File: src/hw/rtl/sffr_pkg.sv
// shared types and constants of the slip float frame receiver
package sffr_pkg;

	localparam int RAW_BUFFER_BYTES_DEF = 256;
	localparam int MAX_VALUES_DEF       = 16;

	localparam int BYTE_W = 8;
	localparam int VC_W   = 5;
	localparam int IDX_W  = 4;
	localparam int WORD_W = 32;
	localparam int LEN_W  = 7;
	localparam int KIND_W = 2;

	localparam logic [BYTE_W-1:0] SLIP_END     = 8'hC0;
	localparam logic [BYTE_W-1:0] SLIP_ESC     = 8'hDB;
	localparam logic [BYTE_W-1:0] SLIP_ESC_END = 8'hDC;
	localparam logic [BYTE_W-1:0] SLIP_ESC_ESC = 8'hDD;

	localparam logic [VC_W-1:0] VALUE_COUNT_RST = 5'd1;

	typedef enum logic [KIND_W-1:0] {
		KIND_VALUE   = 2'd0,
		KIND_BAD_LEN = 2'd1,
		KIND_OVERRUN = 2'd2
	} kind_t;

	// one frame-end job handed from front to back
	typedef struct packed {
		kind_t             kind;
		logic [LEN_W-1:0]  len;
		logic [VC_W-1:0]   nwords;
	} cmd_t;

endpackage

File: src/hw/rtl/sffr_ram.sv
// generic simple dual-port ram with registered read
module sffr_ram #(
	parameter int WIDTH = 8,
	parameter int DEPTH = 64
) (
	input  logic                     clk,
	input  logic                     wr_en,
	input  logic [$clog2(DEPTH)-1:0] wr_addr,
	input  logic [WIDTH-1:0]         wr_data,
	input  logic                     rd_en,
	input  logic [$clog2(DEPTH)-1:0] rd_addr,
	output logic [WIDTH-1:0]         rd_data
);

	logic [WIDTH-1:0] mem_q [DEPTH];

	always_ff @(posedge clk) begin
		if (wr_en) begin
			mem_q[wr_addr] <= wr_data;
		end
		if (rd_en) begin
			rd_data <= mem_q[rd_addr];
		end
	end

endmodule

File: src/hw/rtl/sffr_front.sv
// front: slip deframing, payload store writes and frame-end job issue
module sffr_front #(
	parameter int RAW_BUFFER_BYTES = sffr_pkg::RAW_BUFFER_BYTES_DEF,
	parameter int MAX_VALUES       = sffr_pkg::MAX_VALUES_DEF
) (
	input  logic                                  clk,
	input  logic                                  arst_n,
	input  logic                                  in_valid,
	output logic                                  in_stall,
	input  logic [sffr_pkg::BYTE_W-1:0]           rx_byte,
	input  logic                                  cfg_valid,
	input  logic [sffr_pkg::VC_W-1:0]             cfg_data,
	input  logic                                  q_full,
	input  logic                                  back_busy,
	output logic                                  push,
	output sffr_pkg::cmd_t                        push_cmd,
	output logic                                  wr_en,
	output logic [$clog2(4*MAX_VALUES)-1:0]       wr_addr,
	output logic [sffr_pkg::BYTE_W-1:0]           wr_data
);

	import sffr_pkg::*;

	localparam int STORE  = 4 * MAX_VALUES;
	localparam int ADDR_W = $clog2(STORE);
	localparam int PAY_W  = $clog2(STORE + 2);
	localparam int RAW_W  = $clog2(RAW_BUFFER_BYTES + 1);

	logic              in_frame_q;
	logic              esc_q;
	logic [RAW_W-1:0]  raw_cnt_q;
	logic [PAY_W-1:0]  pay_cnt_q;
	logic [VC_W-1:0]   value_count_q;

	logic              accept;
	logic              take;
	logic [BYTE_W-1:0] take_byte;
	logic              len_ok;
	logic              vc_ok;

	assign in_stall = q_full || (in_frame_q && back_busy);
	assign accept   = in_valid && !in_stall;

	assign vc_ok  = 32'(value_count_q) <= 32'(MAX_VALUES);
	assign len_ok = 32'(pay_cnt_q) == 32'({value_count_q, 2'b00});

	always_comb begin
		push      = 1'b0;
		push_cmd  = '{kind: KIND_BAD_LEN, len: LEN_W'(pay_cnt_q), nwords: value_count_q};
		take      = 1'b0;
		take_byte = rx_byte;
		if (accept && in_frame_q) begin
			if (raw_cnt_q == RAW_W'(RAW_BUFFER_BYTES)) begin
				push          = 1'b1;
				push_cmd.kind = KIND_OVERRUN;
			end else if (rx_byte == SLIP_END) begin
				if (vc_ok && len_ok) begin
					push_cmd.kind = KIND_VALUE;
					push          = value_count_q != '0;
				end else begin
					push = 1'b1;
				end
			end else if (esc_q) begin
				take = 1'b1;
				if (rx_byte == SLIP_ESC_END) begin
					take_byte = SLIP_END;
				end else if (rx_byte == SLIP_ESC_ESC) begin
					take_byte = SLIP_ESC;
				end
			end else if (rx_byte != SLIP_ESC) begin
				take = 1'b1;
			end
		end
	end

	assign wr_en   = take && (32'(pay_cnt_q) < 32'(STORE));
	assign wr_addr = pay_cnt_q[ADDR_W-1:0];
	assign wr_data = take_byte;

	always_ff @(posedge clk or negedge arst_n) begin
		if (!arst_n) begin
			value_count_q <= VALUE_COUNT_RST;
		end else if (cfg_valid) begin
			value_count_q <= cfg_data;
		end
	end

	always_ff @(posedge clk or negedge arst_n) begin
		if (!arst_n) begin
			in_frame_q <= 1'b0;
			esc_q      <= 1'b0;
			raw_cnt_q  <= '0;
			pay_cnt_q  <= '0;
		end else if (accept) begin
			if (!in_frame_q) begin
				if (rx_byte == SLIP_END) begin
					in_frame_q <= 1'b1;
					esc_q      <= 1'b0;
					raw_cnt_q  <= '0;
					pay_cnt_q  <= '0;
				end
			end else if (raw_cnt_q == RAW_W'(RAW_BUFFER_BYTES) || rx_byte == SLIP_END) begin
				in_frame_q <= 1'b0;
				esc_q      <= 1'b0;
				raw_cnt_q  <= '0;
			end else begin
				raw_cnt_q <= raw_cnt_q + RAW_W'(1);
				esc_q     <= !esc_q && rx_byte == SLIP_ESC;
				if (take && 32'(pay_cnt_q) < 32'(STORE + 1)) begin
					pay_cnt_q <= pay_cnt_q + PAY_W'(1);
				end
			end
		end
	end

	a_push_not_full: assert property (@(posedge clk) disable iff (!arst_n)
		push |-> !q_full)
		else $error("job pushed into full queue");

	a_write_in_frame: assert property (@(posedge clk) disable iff (!arst_n)
		wr_en |-> in_frame_q && !back_busy)
		else $error("payload store written while back part reads it");

endmodule

File: src/hw/rtl/sffr_cmd_fifo.sv
// two-entry job queue between front and back
module sffr_cmd_fifo (
	input  logic           clk,
	input  logic           arst_n,
	input  logic           push,
	input  sffr_pkg::cmd_t push_cmd,
	input  logic           pop,
	output sffr_pkg::cmd_t pop_cmd,
	output logic           full,
	output logic           empty
);

	import sffr_pkg::*;

	cmd_t       ent_q [2];
	logic       wr_ptr_q;
	logic       rd_ptr_q;
	logic [1:0] cnt_q;

	assign full    = cnt_q == 2'd2;
	assign empty   = cnt_q == 2'd0;
	assign pop_cmd = ent_q[rd_ptr_q];

	always_ff @(posedge clk) begin
		if (push) begin
			ent_q[wr_ptr_q] <= push_cmd;
		end
	end

	always_ff @(posedge clk or negedge arst_n) begin
		if (!arst_n) begin
			wr_ptr_q <= 1'b0;
			rd_ptr_q <= 1'b0;
			cnt_q    <= 2'd0;
		end else begin
			if (push) begin
				wr_ptr_q <= !wr_ptr_q;
			end
			if (pop) begin
				rd_ptr_q <= !rd_ptr_q;
			end
			cnt_q <= cnt_q + 2'(push) - 2'(pop);
		end
	end

endmodule

File: src/hw/rtl/sffr_back.sv
// back: runs frame-end jobs, reads words from the store, drives the result register
module sffr_back #(
	parameter int MAX_VALUES = sffr_pkg::MAX_VALUES_DEF
) (
	input  logic                              clk,
	input  logic                              arst_n,
	input  logic                              q_empty,
	input  sffr_pkg::cmd_t                    q_cmd,
	output logic                              pop,
	output logic                              busy,
	output logic                              rd_en,
	output logic [$clog2(4*MAX_VALUES)-1:0]   rd_addr,
	input  logic [sffr_pkg::BYTE_W-1:0]       rd_data,
	output logic                              out_valid,
	input  logic                              out_stall,
	output logic [sffr_pkg::KIND_W-1:0]       kind,
	output logic [sffr_pkg::IDX_W-1:0]        value_index,
	output logic [sffr_pkg::WORD_W-1:0]       value_bits,
	output logic [sffr_pkg::LEN_W-1:0]        decoded_length,
	output logic                              last
);

	import sffr_pkg::*;

	localparam int ADDR_W = $clog2(4 * MAX_VALUES);

	typedef enum logic [3:0] {
		ST_IDLE  = 4'b0001,
		ST_FETCH = 4'b0010,
		ST_DRAIN = 4'b0100,
		ST_PUSH  = 4'b1000
	} state_t;

	state_t            st_q;
	cmd_t              cmd_q;
	logic [VC_W-1:0]   word_q;
	logic [1:0]        byte_q;
	logic [WORD_W-1:0] asm_q;
	logic              rd_vld_s1;
	logic [1:0]        rd_lane_s1;
	logic              out_free;
	logic              word_last;

	assign busy      = st_q != ST_IDLE;
	assign pop       = st_q == ST_IDLE && !q_empty;
	assign rd_en     = st_q == ST_FETCH;
	assign rd_addr   = ADDR_W'({word_q, byte_q});
	assign out_free  = !out_valid || !out_stall;
	assign word_last = cmd_q.kind != KIND_VALUE || word_q + VC_W'(1) == cmd_q.nwords;

	always_ff @(posedge clk) begin
		if (pop) begin
			cmd_q <= q_cmd;
		end
		rd_lane_s1 <= byte_q;
		if (rd_vld_s1) begin
			asm_q[rd_lane_s1*BYTE_W +: BYTE_W] <= rd_data;
		end
		if (st_q == ST_PUSH && out_free) begin
			kind           <= cmd_q.kind;
			decoded_length <= cmd_q.len;
			last           <= word_last;
			value_index    <= cmd_q.kind == KIND_VALUE ? word_q[IDX_W-1:0] : '0;
			value_bits     <= cmd_q.kind == KIND_VALUE ? asm_q : '0;
		end
	end

	always_ff @(posedge clk or negedge arst_n) begin
		if (!arst_n) begin
			st_q      <= ST_IDLE;
			word_q    <= '0;
			byte_q    <= '0;
			rd_vld_s1 <= 1'b0;
			out_valid <= 1'b0;
		end else begin
			rd_vld_s1 <= rd_en;
			if (st_q == ST_PUSH && out_free) begin
				out_valid <= 1'b1;
			end else if (!out_stall) begin
				out_valid <= 1'b0;
			end
			case (st_q)
				ST_IDLE: begin
					word_q <= '0;
					byte_q <= '0;
					if (!q_empty) begin
						st_q <= q_cmd.kind == KIND_VALUE ? ST_FETCH : ST_PUSH;
					end
				end
				ST_FETCH: begin
					byte_q <= byte_q + 2'd1;
					if (byte_q == 2'd3) begin
						st_q <= ST_DRAIN;
					end
				end
				ST_DRAIN: begin
					st_q <= ST_PUSH;
				end
				ST_PUSH: begin
					if (out_free) begin
						if (word_last) begin
							st_q <= ST_IDLE;
						end else begin
							word_q <= word_q + VC_W'(1);
							byte_q <= '0;
							st_q   <= ST_FETCH;
						end
					end
				end
				default: begin
					st_q <= ST_IDLE;
				end
			endcase
		end
	end

	a_report_fields: assert property (@(posedge clk) disable iff (!arst_n)
		out_valid && kind != KIND_VALUE |-> last && value_bits == '0 && value_index == '0)
		else $error("status result with nonzero word fields");

	a_read_from_fetch: assert property (@(posedge clk) disable iff (!arst_n)
		rd_vld_s1 |-> $past(st_q == ST_FETCH))
		else $error("store read outside fetch");

	a_word_in_range: assert property (@(posedge clk) disable iff (!arst_n)
		st_q == ST_PUSH && cmd_q.kind == KIND_VALUE |-> word_q < cmd_q.nwords)
		else $error("word index past job length");

endmodule

File: src/hw/rtl/slip_float_frame_receiver_core.sv
// top level of the slip float frame receiver
//
// Input channel: one raw serial byte per transfer on rx_byte, taken when in_valid is
// high and in_stall is low. Output channel: result items held in a register, taken
// when out_valid is high and out_stall is low. Configuration: value_count is written
// through cfg_valid/cfg_data; cfg_ready is always high.
// A closing END queues one job, none for a well-formed frame while value_count is 0.
// The back part pops the job; a status result goes straight to PUSH, which loads the
// result register. For each value word FETCH makes four store reads at one per cycle,
// DRAIN lets the last read land and PUSH loads the result register.
// While a job is queued or running, further in-frame bytes are stalled; bytes outside
// a frame, the opening END included, pass at one per cycle. A stalled output register
// holds the back part and with it the in-frame bytes; the two-entry job queue never
// fills, as the front issues a job only while the back part is idle.
// Reset clears frame state and the job queue and sets value_count to 1; the payload
// store needs no clearing, as only bytes written in the current frame are read.
module slip_float_frame_receiver_core #(
	parameter int RAW_BUFFER_BYTES = sffr_pkg::RAW_BUFFER_BYTES_DEF,
	parameter int MAX_VALUES       = sffr_pkg::MAX_VALUES_DEF
) (
	input  logic                        clk,
	input  logic                        arst_n,
	input  logic                        in_valid,
	output logic                        in_stall,
	input  logic [sffr_pkg::BYTE_W-1:0] rx_byte,
	input  logic                        cfg_valid,
	output logic                        cfg_ready,
	input  logic [sffr_pkg::VC_W-1:0]   cfg_data,
	output logic                        out_valid,
	input  logic                        out_stall,
	output logic [sffr_pkg::KIND_W-1:0] kind,
	output logic [sffr_pkg::IDX_W-1:0]  value_index,
	output logic [sffr_pkg::WORD_W-1:0] value_bits,
	output logic [sffr_pkg::LEN_W-1:0]  decoded_length,
	output logic                        last
);

	import sffr_pkg::*;

	localparam int STORE  = 4 * MAX_VALUES;
	localparam int ADDR_W = $clog2(STORE);

	logic              q_full;
	logic              q_empty;
	logic              push;
	logic              pop;
	cmd_t              push_cmd;
	cmd_t              pop_cmd;
	logic              back_busy;
	logic              wr_en;
	logic [ADDR_W-1:0] wr_addr;
	logic [BYTE_W-1:0] wr_data;
	logic              rd_en;
	logic [ADDR_W-1:0] rd_addr;
	logic [BYTE_W-1:0] rd_data;

	assign cfg_ready = 1'b1;

	sffr_front #(
		.RAW_BUFFER_BYTES(RAW_BUFFER_BYTES),
		.MAX_VALUES(MAX_VALUES)
	) u_front (
		.clk(clk),
		.arst_n(arst_n),
		.in_valid(in_valid),
		.in_stall(in_stall),
		.rx_byte(rx_byte),
		.cfg_valid(cfg_valid && cfg_ready),
		.cfg_data(cfg_data),
		.q_full(q_full),
		.back_busy(back_busy || !q_empty),
		.push(push),
		.push_cmd(push_cmd),
		.wr_en(wr_en),
		.wr_addr(wr_addr),
		.wr_data(wr_data)
	);

	sffr_ram #(
		.WIDTH(BYTE_W),
		.DEPTH(STORE)
	) u_store (
		.clk(clk),
		.wr_en(wr_en),
		.wr_addr(wr_addr),
		.wr_data(wr_data),
		.rd_en(rd_en),
		.rd_addr(rd_addr),
		.rd_data(rd_data)
	);

	sffr_cmd_fifo u_fifo (
		.clk(clk),
		.arst_n(arst_n),
		.push(push),
		.push_cmd(push_cmd),
		.pop(pop),
		.pop_cmd(pop_cmd),
		.full(q_full),
		.empty(q_empty)
	);

	sffr_back #(
		.MAX_VALUES(MAX_VALUES)
	) u_back (
		.clk(clk),
		.arst_n(arst_n),
		.q_empty(q_empty),
		.q_cmd(pop_cmd),
		.pop(pop),
		.busy(back_busy),
		.rd_en(rd_en),
		.rd_addr(rd_addr),
		.rd_data(rd_data),
		.out_valid(out_valid),
		.out_stall(out_stall),
		.kind(kind),
		.value_index(value_index),
		.value_bits(value_bits),
		.decoded_length(decoded_length),
		.last(last)
	);

endmodule
File: config.mk
export PLATFORM = sky130hd
export DESIGN_NAME = slip_float_frame_receiver_core
export DESIGN_NICKNAME = d
export VERILOG_FILES = /design/src/hw/rtl/sffr_pkg.sv /design/src/hw/rtl/sffr_ram.sv /design/src/hw/rtl/sffr_front.sv /design/src/hw/rtl/sffr_cmd_fifo.sv /design/src/hw/rtl/sffr_back.sv /design/src/hw/rtl/slip_float_frame_receiver_core.sv
export SDC_FILE = /design/constraint.sdc
export NUM_CORES = 1
export LEC_CHECK = 0
export BUFFER_PORTS_ARGS = -buffer_cell sky130_fd_sc_hd__buf_2
export CAP_MARGIN = 25
export CORE_ASPECT_RATIO = 1.4
export CORE_MARGIN = 4
export CORE_UTILIZATION = 60
export CTS_BUF_LIST = sky130_fd_sc_hd__clkbuf_4
export CTS_CLUSTER_DIAMETER = 120
export DETAILED_ROUTE_END_ITERATION = 7
export GPL_TIMING_DRIVEN = 0
export PLACE_DENSITY = 0.8
export SYNTH_ARGS = -nofsm -noshare
export SYNTH_HDL_FRONTEND = slang
export SYNTH_HIERARCHICAL = 1
export SYNTH_SLANG_ARGS = --single-unit
File: constraint.sdc
create_clock -name clk -period 6.4 [get_ports clk]
set_input_delay 0.96 -clock clk [delete_from_list [all_inputs] [get_ports clk]]
set_output_delay 0.96 -clock clk [all_outputs]
set_load 0.02 [all_outputs]
==> summary.md, run 1 <==
| Metric | Value |
|---|---|
| Status | `finished, final reports clean` |
| CTS tree | `built` |
| Initial antenna violation count | `1` |
| Critical path buffers and inverters | `2` |
| CP max-delay cell | `nor2_1` |
| Largest net degree at the start of global routing | `49` |
| CTS Buf Count | `152` |
| Worst-path clk slew | `80 ps` |
| Switching pwr | `2.83 mW` |
| Vias in the first global route | `15068` |
| Crit path kind | `reg2reg` |
| Highest clock rate | `184 MHz` |
| Top Family by Delay on Critical Path | `simple AND/OR/NAND/NOR gates` |
| Fraction of registers with async set/reset | `0.0587` |
| Resized cells post-CTS | `0` |
| Power Density | `341 mW/mm²` |
| DRT Pass-1 Iters | `7` |
| Register-to-register setup slack | `970 ps` |
| Clk pwr share | `0.312` |
| Final Setup Violations | `0` |
| RePlAce Congestion | `1.01` |
| Worst slew margin relative to its limit | `0.318` |
| # IOs | `67` |
| Sw frac | `0.271` |
| Die height | `261 µm` |
| Post-Syn Area per Cell | `18.9 µm²` |
| Final Core Density | `0.679` |
| Post-synthesis cell type count | `88` |
| Synth Flop Type | `edfxtp_1` |
| Worst Path Max Fanout | `10` |
| Final ANT Viol Nets | `0` |
| Reg2reg end | `u_store/mem_q[62][5]$_DFFE_PP_` |
| Post-layout min period | `5430 ps` |
| Gr busiest metal | `met2` |
| Post-DR vias/cell | `6.16` |
| Core Rows | `92` |
| CP Cell Sequence | `buf_4 -> or4b_1 -> buf_2 -> nand2b_1 -> nor4bb_1 -> o21ai_0 -> nor2_1 -> and3_1 -> nor2b_1 -> nand3_1 -> nor2_1` |
| DR WL/cell | `24.6 µm` |
| GR Util met2 | `0.424` |
| Worst setup EP type | `register` |
| Worst reg2reg path depth | `11` |
| Post-synthesis sequential area ratio | `0.741` |
| Synth top area share | `0.702` |
| Cells after DPL | `2136` |
| Lkg Pwr | `10.1 nW` |
| WP data arrival | `5930 ps` |
| Pre-CTS WS | `1210 ps` |
| Total power | `10.4 mW` |
| Clock sink count | `682` |
| Finished Layout Cells | `2416` |
| Worst-case clock skew | `39.8 ps` |
| Setup TNS | `0 ps` |
| Reg2Reg Launch Point | `u_back/st_q[0]$_DFFE_PN1P_` |
| Power share of the combinational group | `0.190` |
| Die Footprint | `0.0491 mm²` |
| Cell taking the most area after synthesis | `edfxtp_1` |
| Starting Density | `0.606` |
| Iteration-0 DRC Markers | `1567` |
| Longest Clk Path Bufs | `3` |
| Clock Latency Late Sink | `890 ps` |
| IO Port Bufs | `65` |
| Setup ws final | `966 ps` |
| Routing usage on met3 | `0.0618` |
| Root Driver | `clkbuf_4` |
| Footprint of the multi-input gates | `0.00654 mm²` |
| Synth Instances | `1447` |
| DRC | `0` |
| DP HPWL | `39600 µm` |
| Critical Path Start Type | `register` |
| Fill cells | `2844` |
| Syn Nets | `1478` |
| Total GRT Usage | `0.245` |
| Global-route wire length before repair | `89100 µm` |
| Flops & latches, synth | `682` |
| YS warnings | `6` |
| Fin crit share | `0.849` |
| Unrepaired setup endpoints after global routing | `false` |
| Placed cell areas | `0.0287 mm²` |
| Finished Cell Area | `0.0307 mm²` |
| Sequential standard cell area | `0.0203 mm²` |
| Crit path largest cell delay | `890 ps` |
| Fin nets | `1712` |
| Die width | `188 µm` |
| Worst EP required | `6900 ps` |
| Worst-Margin Slew | `1020 ps` |
| Slew Limit Fails | `0` |
| Core Area | `0.0451 mm²` |
| Peak VDD IR | `0.158 mV` |
| Max_cap viols | `0` |
| CP Depth | `11` |
| Layout area overhead | `12.0%` |
| Gr ovfl total | `0` |
| CP dominant cell by count | `nor2_1` |
| Hold/Removal Path Class | `in2reg` |
| Routed vias | `14894` |
| Int Pwr | `7.61 mW` |
| H-tree levels | `4` |
| Post-synth EDFFs | `640` |
| Cell Area, Synth | `0.0274 mm²` |
| Crit path capture | `u_store/mem_q[62][5]$_DFFE_PP_` |
| CP startpoint | `u_back/st_q[0]$_DFFE_PN1P_` |
| Share of cells above drive strength 1 | `0.306` |
| Worst hold slack | `302 ps` |
| Sequential Power Share | `0.498` |
| Final hold violation count | `0` |
| GR Layer Usage met1 | `0.280` |
| Top post-synthesis cells by area | `edfxtp_1 (70%), mux4_2 (10%), dfrtp_1 (3.5%)` |
| Final wirelength | `59400 µm` |
-- routing by layer --
| metal | wire [µm] | vias up |
|---|---|---|
| met5 | 0 | - |
| met4 | 3440 | 0 |
| met3 | 5290 | 212 |
| met2 | 31200 | 863 |
| met1 | 19500 | 7443 |
| li1 | - | 6376 |
-- cells by family (layout without fill, tap and decap cells) --
logic type,count (synthesis),in the layout,synth area share
flip-flops,682,682,0.741
AND/OR/NAND/NOR,325,325,0.0648
multiplexers,183,183,0.127
AO/OA/AOI/OAI,130,130,0.0346
buffers and inverters,98,452,0.0214
XOR/XNOR,15,15,0.00535
adder cells (fa/ha/maj),13,13,0.00594
other,1,5,0.000137
-- worst min-delay path by stage --
stage          cells after the start                          from                                    to
2_1_floorplan                      0  u_back/byte_q[1]$_DFFE_PN0P_          u_back/rd_lane_s1[1]$_DFF_P_
3_3_place_gp                       0     u_back/cmd_q[8]$_DFFE_PP_    u_back/decoded_length[3]$_DFFE_PP_
3_5_place_dp                       0     u_back/cmd_q[8]$_DFFE_PP_    u_back/decoded_length[3]$_DFFE_PP_
4_1_cts                            1                        arst_n            u_back/st_q[3]$_DFFE_PN0P_
5_1_grt                            2                   cfg_data[2]  u_front/value_count_q[2]$_DFFE_PN0P_
6_report                           2                   cfg_data[4]  u_front/value_count_q[4]$_DFFE_PN0P_
-- cells in the final DEF, fill, tap and decap left out, types with 25 or more instances in the layout --
cell and instances:
edfxtp_1 640, clkbuf_4 211, mux4_2 126, nor2_1 95, buf_2 80, and2_1 74, clkinv_1 39, nand2_1 39
dfrtp_1 38, buf_4 29, mux2i_1 25
-- cell usage after synthesis (12+ instances only) --
library cell / instances
nor2b_1: 18
mux2i_1: 25
nand2_1: 39
ha_1: 13
clkbuf_1: 27
and2_1: 74
inv_1: 17
buf_2: 14
mux2_2: 23
dfrtp_1: 38
o21ai_0: 23
nor3_1: 12
nand3_1: 20
nor2_1: 95
buf_4: 26
mux4_2: 126
edfxtp_1: 640
a21oi_1: 16
-- state kept, by name, summed over array words and instances (netlist names), 7 cells and up --
register / cells
u_front/pay_cnt_q: 7
u_back/decoded_length: 7
u_store/mem_q: 512
u_fifo/ent_q: 28
u_store/rd_data: 8
u_front/raw_cnt_q: 9
u_back/asm_q: 32
u_back/value_bits: 32
u_back/cmd_q: 14
-- power groups by stage --
stage / sequential [mW] / clock, mW / combinational, mW
after CTS: 5.20 / 3.33 / 1.97
final: 5.20 / 3.26 / 1.99
after floorplan: 5.32 / 0 / 1.36
after detailed placement: 5.30 / 0 / 1.97
after global placement: 5.30 / 0 / 1.90
after global routing: 5.21 / 3.57 / 2.11
-- worst register-to-register path, stage by stage, from the launching register on --
cell	delay [ps]
dfstp_2	540
buf_4	170
or4b_1	440
buf_2	190
nand2b_1	190
nor4bb_1	570
o21ai_0	350
nor2_1	380
and3_1	460
nor2b_1	310
nand3_1	530
nor2_1	890
-- what timing repair did --
item	in CTS	in global routing
setup buffers	0	0
hold buffers	0	1
endpoints found under the setup margin	0	0
endpoints found under the hold margin	0	5
-- final cells by class --
type | instances | share of cell area
Sequential cell | 682 | 0.661
Multi-Input combinational cell | 667 | 0.213
Clock buffer | 211 | 0.0517
Tap cell | 611 | 0.0249
Timing Repair Buffer | 80 | 0.0184
Buffer | 81 | 0.0171
Clock inverter | 63 | 0.0112
Inverter | 17 | 0.00208
Antenna cell | 4 | 0.000327
No activity file was read; power rests on OpenSTA's default activity.
==> run 2: changes to the inputs <==
--- a/config.mk
+++ b/config.mk
@@ -9,12 +9,12 @@
 export CAP_MARGIN = 25
 export CORE_ASPECT_RATIO = 1.4
 export CORE_MARGIN = 4
-export CORE_UTILIZATION = 60
+export CORE_UTILIZATION = 58
 export CTS_BUF_LIST = sky130_fd_sc_hd__clkbuf_4
 export CTS_CLUSTER_DIAMETER = 120
 export DETAILED_ROUTE_END_ITERATION = 7
 export GPL_TIMING_DRIVEN = 0
-export PLACE_DENSITY = 0.8
+export PLACE_DENSITY = 0.81
 export SYNTH_ARGS = -nofsm -noshare
 export SYNTH_HDL_FRONTEND = slang
 export SYNTH_HIERARCHICAL = 1
==> constraint.sdc (replaced) <==
create_clock -name clk -period 4.7 [get_ports clk]
set_input_delay 0.705 -clock clk [delete_from_list [all_inputs] [get_ports clk]]
set_output_delay 0.705 -clock clk [all_outputs]
set_load 0.02 [all_outputs]
==> run 2 against run 1 <==
Maximum frequency grew 24%; routed wire length grew 2.2%; clock power grew 34%; worst hold slack lost 190 ps; clock-buffer cell count grew 8; via count grew 0.48%; critical path type unchanged; largest power group unchanged.
==> summary.md, run 2 (synthesis results as in run 1) <==
| Metric | Value |
|---|---|
| Total power | `14.2 mW` |
| Final Core Density | `0.672` |
| Slew Limit Fails | `0` |
| Post-layout min period | `4390 ps` |
| Layout area overhead | `13.7%` |
| Worst EP required | `5150 ps` |
| Worst-path clk slew | `70 ps` |
| GR Util met2 | `0.421` |
| Reg2reg end | `u_store/mem_q[19][7]$_DFFE_PP_` |
| Most frequent cells in the layout | `edfxtp_1 (640), clkbuf_4 (219), mux4_2 (126)` |
| Leading cell type in the layout, fill and taps excluded | `edfxtp_1` |
| Root Driver | `clkbuf_4` |
| H-tree levels | `4` |
| Clock sink count | `682` |
| Gr ovfl total | `0` |
| Status | `finished, final reports clean` |
| Global-route wire length before repair | `91800 µm` |
| Power Density | `456 mW/mm²` |
| Worst setup EP type | `register` |
| Cells after DPL | `2142` |
| Routing usage on met3 | `0.0515` |
| Post-DR vias/cell | `6.20` |
| Finished Cell Area | `0.0311 mm²` |
| CTS Buf Count | `151` |
| # IOs | `67` |
| Hold/Removal Path Class | `in2reg` |
| Number of flip-flops in the largest register | `512` |
| Fin crit share | `0.934` |
| Setup TNS | `0 ps` |
| Die height | `265 µm` |
| Crit path capture | `u_store/mem_q[19][7]$_DFFE_PP_` |
| Peak VDD IR | `0.227 mV` |
| Reg with most FFs | `u_store/mem_q` |
| Vias in the first global route | `15540` |
| Register-to-register setup slack | `310 ps` |
| CTS tree | `built` |
| Reg2Reg Launch Point | `u_back/st_q[0]$_DFFE_PN1P_` |
| Worst-Margin Slew | `1060 ps` |
| Finished Layout Cells | `2413` |
| DR WL/cell | `25.2 µm` |
| Worst Path Max Fanout | `10` |
| Gr busiest metal | `met2` |
| DRC | `0` |
| Initial antenna violation count | `1` |
| DRT Pass-1 Iters | `5` |
| Core Area | `0.0463 mm²` |
| Core Rows | `93` |
| Iteration-0 DRC Markers | `1812` |
| Final wirelength | `60700 µm` |
| Placed cell areas | `0.0287 mm²` |
| Final ANT Viol Nets | `0` |
| Share of cells above drive strength 1 | `0.347` |
| Final hold violation count | `0` |
| Largest regs | `u_store/mem_q x512, u_back/asm_q x32, u_back/value_bits x32` |
| Die Footprint | `0.0508 mm²` |
| Unrepaired setup endpoints after global routing | `false` |
| GR Layer Usage met1 | `0.286` |
| Largest net degree at the start of global routing | `57` |
| WP data arrival | `4840 ps` |
| Crit path kind | `reg2reg` |
| Clock Latency Late Sink | `860 ps` |
| Starting Density | `0.591` |
| IO Port Bufs | `65` |
| CP startpoint | `u_back/st_q[0]$_DFFE_PN1P_` |
| RePlAce Congestion | `0.950` |
| Highest clock rate | `228 MHz` |
| Die width | `192 µm` |
| Longest Clk Path Bufs | `3` |
| Hold_sp | `cfg_data[4]` |
| Fin nets | `1715` |
| Max_cap viols | `0` |
| Total GRT Usage | `0.244` |
| Final Setup Violations | `0` |
| Worst slew margin relative to its limit | `0.296` |
| Critical Path Start Type | `register` |
| DP HPWL | `40000 µm` |
| Lkg Pwr | `10.2 nW` |
| Worst-case clock skew | `50.9 ps` |
| Worst reg2reg path depth | `10` |
| Routed vias | `14966` |
==> run 2: worst min-delay path by stage <==
stage                                           endpoint  depth (start not counted)  slack [ps]
floorplan                   u_back/rd_lane_s1[1]$_DFF_P_                          0         390
global placement      u_back/decoded_length[5]$_DFFE_PP_                          0         400
detailed placement    u_back/decoded_length[1]$_DFFE_PP_                          0         410
CTS                 u_front/value_count_q[4]$_DFFE_PN0P_                          2          30
global route        u_front/value_count_q[4]$_DFFE_PN0P_                          2          50
finish              u_front/value_count_q[4]$_DFFE_PN0P_                          2         110
==> run 2: what timing repair did <==
action                     in CTS  in global routing
resized for setup              80                 38
setup endpoints to repair     448                450
hold endpoints to repair       13                  0
pin swaps                       2                  2
buffers inserted                3                  1
hold buffers                    1                  0
==> run 2: layout make-up <==
cell class                      instances  area, µm²
Timing Repair Buffer                   84        629
Multi-Input combinational cell        667       6970
Clock inverter                         45        229
Clock buffer                          219       1640
Tap cell                              617        772
Antenna cell                            1       2.50
Inverter                               17       63.8
Sequential cell                       682      20300
Fill cell                            2895      15200
Buffer                                 81        526
==> run 2: metrics by stage <==
step	worst slack [ps]	hold WS, ps
final	312	111
after global routing	86.6	50.8
after CTS	-246	34.0
after detailed placement	-458	406
after global placement	-2470	403
after floorplan	177	393
==> run 2: power breakdown <==
part           internal [mW]  leakage (nW)  switching, mW
logic                   1.21          2.76           1.52
registers               6.95          6.30          0.143
clock network           2.20          1.11           2.16
total                   10.4          10.2           3.83
==> run 2: metal layers <==
metal | up-vias | share of wire
met3 | 202 | 0.086
met4 | 0 | 0.055
li1 | 6373 | -
met2 | 950 | 0.53
met5 | - | 0
met1 | 7441 | 0.33
==> run 2: worst max-delay path, stage by stage, from the launching register on <==
cell	delay, ps
dfstp_2	530
buf_4	170
or4b_1	430
buf_2	180
nand2b_1	200
nor4bb_2	410
o21ai_0	310
nor2_2	300
and3_2	380
nand3_2	480
nor2_2	590
